[config.mk]
export PLATFORM = sky130hd
export DESIGN_NAME = lphi_rem
export DESIGN_NICKNAME = d
export VERILOG_FILES = /design/src/hw/rtl/lphi_pkg.sv /design/src/hw/rtl/lphi_rem.sv
export SDC_FILE = /design/constraint.sdc
export NUM_CORES = 1
export LEC_CHECK = 0
export BUFFER_PORTS_ARGS = -buffer_cell sky130_fd_sc_hd__buf_2
export CORE_ASPECT_RATIO = 1.2
export CORE_UTILIZATION = 35
export DETAILED_ROUTE_END_ITERATION = 10
export GPL_ROUTABILITY_DRIVEN = 0
export HOLD_SLACK_MARGIN = 0.03
export PLACE_DENSITY = 0.61
export REMOVE_ABC_BUFFERS = 1
export SETUP_SLACK_MARGIN = 0.1
export SLEW_MARGIN = 10
export SYNTH_ARGS = -nofsm -noshare
export SYNTH_HDL_FRONTEND = slang
export SYNTH_SLANG_ARGS = --single-unit
[constraint.sdc]
create_clock -name clk -period 24.2 [get_ports clk]
set_input_delay 7.26 -clock clk [delete_from_list [all_inputs] [get_ports clk]]
set_output_delay 7.26 -clock clk [all_outputs]
set_load 0.005 [all_outputs]
[src/hw/rtl/lphi_pkg.sv]
`timescale 1ns / 1ps
// ============================================================================
// lphi_pkg: shared types and constants of the linear probing hash table
// Field widths of the beats, the register reset value and the sequencer
// state encoding.
// ============================================================================
package lphi_pkg;

  localparam int HASH_W     = 64;
  localparam int POS_IN_W   = 40;
  localparam int IDX_W      = 12;
  localparam int CNT_W      = 13;
  localparam int SIZE_W     = 13;
  localparam int DIGIT_BITS = 4;

  localparam logic [SIZE_W-1:0] SIZE_RESET = 13'd4096;

  localparam logic MODE_INSERT = 1'b0;
  localparam logic MODE_READ   = 1'b1;

  typedef enum logic [2:0] {
    ST_CLEAR,
    ST_IDLE,
    ST_MOD,
    ST_PROBE,
    ST_CHECK,
    ST_READ,
    ST_READ_DONE
  } lphi_state_t;

endpackage

[src/hw/rtl/lphi_rem.sv]
`timescale 1ns / 1ps
// ============================================================================
// lphi_rem: iterative remainder unit
// Reduces a 64-bit hash modulo the table size, a few dividend bits per cycle.
// ============================================================================
module lphi_rem import lphi_pkg::*; #(
  parameter int DIV_W = 13
) (
  input  logic              clk,
  input  logic              rst,
  input  logic              start,
  input  logic [HASH_W-1:0] dividend,
  input  logic [DIV_W-1:0]  divisor,
  output logic              done,
  output logic [DIV_W-1:0]  remainder
);

  localparam int STEPS = HASH_W / DIGIT_BITS;
  localparam int CW    = $clog2(STEPS);

  logic              busy;
  logic [CW-1:0]     cnt;
  logic [HASH_W-1:0] num;
  logic [DIV_W-1:0]  div;
  logic [DIV_W-1:0]  rem;
  logic [DIV_W-1:0]  rem_next;

  // Restoring reduction of one digit: shift in a bit, subtract if it fits.
  always_comb begin
    logic [DIV_W:0]   t;
    logic [DIV_W-1:0] acc;
    acc = rem;
    for (int i = 0; i < DIGIT_BITS; i++) begin
      t = {acc, num[HASH_W-1-i]};
      if (t >= {1'b0, div}) begin
        t = t - {1'b0, div};
      end
      acc = t[DIV_W-1:0];
    end
    rem_next = acc;
  end

  always_ff @(posedge clk) begin
    if (rst) begin
      busy <= 1'b0;
      done <= 1'b0;
      cnt  <= '0;
    end else begin
      done <= 1'b0;
      if (start) begin
        busy <= 1'b1;
        cnt  <= '0;
      end else if (busy) begin
        cnt <= cnt + CW'(1);
        if (cnt == CW'(STEPS - 1)) begin
          busy <= 1'b0;
          done <= 1'b1;
        end
      end
    end
  end

  always_ff @(posedge clk) begin
    if (start) begin
      num <= dividend;
      div <= divisor;
      rem <= '0;
    end else if (busy) begin
      num <= num << DIGIT_BITS;
      rem <= rem_next;
    end
  end

  assign remainder = rem;

endmodule

==> flow_summary.ini <==
[run_status]
status = finished, final reports clean

[die]
rows = 55
dieArea_sq_um = 20300
start_util_pct = 36.2
core_sq_um = 19100
die-width_um = 130
die_h_um = 156
io-pin-count = 94

[clock_tree]
clock_path_buffers = 2
h-tree-depth = 3
insertion_delay_ps = 360
cts_made_buffers = 9
clock_tree.root_cell = clkbuf_16
clk_pin_slew_ps = 80
post_cts_buffers = 0
ctsResizeCount = 0
cts_tree = done
ctsHoldBuffers = 0
cts.sinks = 96

[logic_synthesis]
synth_cell_types = 70
synth_flop_cell = edfxtp_1
async_flop_share_pct = 0
ys_warn_count = 0
ys_seq_elements = 96
syn_area_sq_um = 6900
avgSynthCellArea_sq_um = 10.4
synth_edf_count = 77
ys_seq_area_share_pct = 39.0
syn_inst = 660

[drt]
drtIter0Drc = 293
dr.pass1.iters = 5
vias_per_cell = 5.40
finalWirelength_um = 17400
routedWlPerCell_um = 17.2
detail-route-antenna-nets = 0
vias = 5463
drc = 0

[global_route]
grt_pass1_wl_um = 28400
gr-total-overflow = 0
grt_max_degree = 65
top_usage_layer = met2
grt_use_total_pct = 18.4
antenna_found_initial = 2
grt_use_met2_pct = 32.2
grt_use_met1_pct = 20.7
grt_pass1_vias = 5712
gr-usage-met3_pct = 3.91

[sta]
setup_viol = 0
max_freq_ghz = 0.0958
fin_skew_ps = 13.1
rsz0062_at_grt = no
relSlewSlack_pct = 42.0
setup_ws_ps = 13760
post-route-period-util_pct = 43.1
drv_slew = 0
hold-worst-slack_ps = 475
final-hold-violation-count = 0
tns_ps = 0
min_period_ps = 10440
tightestPinTransition_ps = 863

[setup_path]
crit_slowest_cell = a211oi_4
crit_type = register to register
endpoint_kind = register
slowest_delay_ps = 600
path_buf_inv = 2
critPathRequiredTime_ps = 24420
critPathTopFamily = compound AO/OA/AOI/OAI gates
cp.arrival_ps = 10660
crit_fanout = 19
startpoint_type = register

[placed_design]
place_hpwl_um = 13800
io_buffers = 93
pre_cts_ws_ps = 13880

[cells_and_area]
fin_nets = 887
syn_to_final_growth_pct = 15.1
final_common_cell = buf_2
final_cell_mix = buf_2, edfxtp_1, mux2_2
layout-drive-gt1-share_pct = 26.9
nFillCells = 1874
diodes = 0

[job]
cap_violations = 0

[worst_hold_path]
hp-class = register to register
-- cell families after synthesis --
| logic type | after synthesis | share of synthesized area, % |
|---|---|---|
| buf+inv | 55 | 3.23 |
| xor+xnor | 31 | 3.94 |
| simple gates | 179 | 12.9 |
| compound gates | 163 | 17.4 |
| mux | 79 | 12.7 |
| flops | 96 | 39.0 |
| fa+ha+maj | 57 | 10.8 |
-- synth_stat cells, types with 3 or more instances --
master	count	share of area (%)
a2111oi_2	3	0.65
a211oi_1	14	1.5
a21boi_0	4	0.44
a21o_1	10	1.1
a21oi_1	34	2.5
a221o_1	3	0.44
a311oi_1	3	0.38
a31o_2	4	0.51
a31oi_1	4	0.36
and2_1	5	0.45
and4_1	4	0.51
clkbuf_1	15	0.82
dfxtp_1	19	5.5
edfxtp_1	77	34
fa_1	4	1.2
ha_1	53	9.6
inv_1	35	1.9
mux2_2	67	11
mux2i_1	11	1.6
nand2_1	37	2.0
nand2b_1	6	0.54
nand3_1	14	1.0
nand4_1	15	1.4
nor2_1	54	2.9
nor2b_1	9	0.82
nor3_1	16	1.2
o21a_1	14	1.5
o21ai_0	28	2.0
o221ai_1	4	0.51
o31a_1	5	0.63
o31ai_1	7	0.76
or2_2	4	0.36
or3_1	3	0.27
xnor2_1	17	2.2
xor2_1	14	1.8
-- through the flow --
stage	cell area [sq um]	util (%)	std cells
floorplan	6810	-	642
finish	7940	41.6	1011
global route	7940	41.6	1011
global placement	7630	40.0	995
detailed placement	7630	40.0	995
CTS	7940	41.6	1011
-- path summary, 6_finish.rpt --
check        cells past startpoint                        end  slack, ps                start
max                             35  remainder[2]$_SDFFE_PP0P_      13760     div[4]$_DFFE_PP_
min                              2            done$_SDFF_PP0_        470  cnt[3]$_SDFFE_PP0P_
max reg2reg                     35  remainder[2]$_SDFFE_PP0P_      13760     div[4]$_DFFE_PP_
min reg2reg                      2            done$_SDFF_PP0_        470  cnt[3]$_SDFFE_PP0P_
-- layout make-up --
class	instances	area [sq um]	area share, %
Multi-Input combinational cell	509	3980	50.1
Clock inverter	7	82.6	1.04
Sequential cell	96	2690	33.9
Timing Repair Buffer	97	498	6.27
Inverter	37	139	1.75
Tap cell	256	320	4.03
Clock buffer	9	225	2.84
-- worst min-delay path: cells and delay by family (launching register included) --
| family | cells | cell delay [ps] |
|---|---|---|
| flops | 1 | 330 |
| simple gates | 2 | 100 |
-- sequential cells by signal (all words and copies together), names as in the netlist --
signal,flops
busy,1
num,64
remainder,13
done,1
div,13
cnt,4
-- routing by layer --
| metal | vias to the layer above | wire length (um) |
|---|---|---|
| met2 | 167 | 8660 |
| li1 | 2683 | - |
| met4 | 2 | 671 |
| met5 | - | 13 |
| met3 | 49 | 941 |
| met1 | 2562 | 7120 |
Power is not shown: default switching activity piles up to over one toggle a cycle in this logic, so the estimate is an artifact.
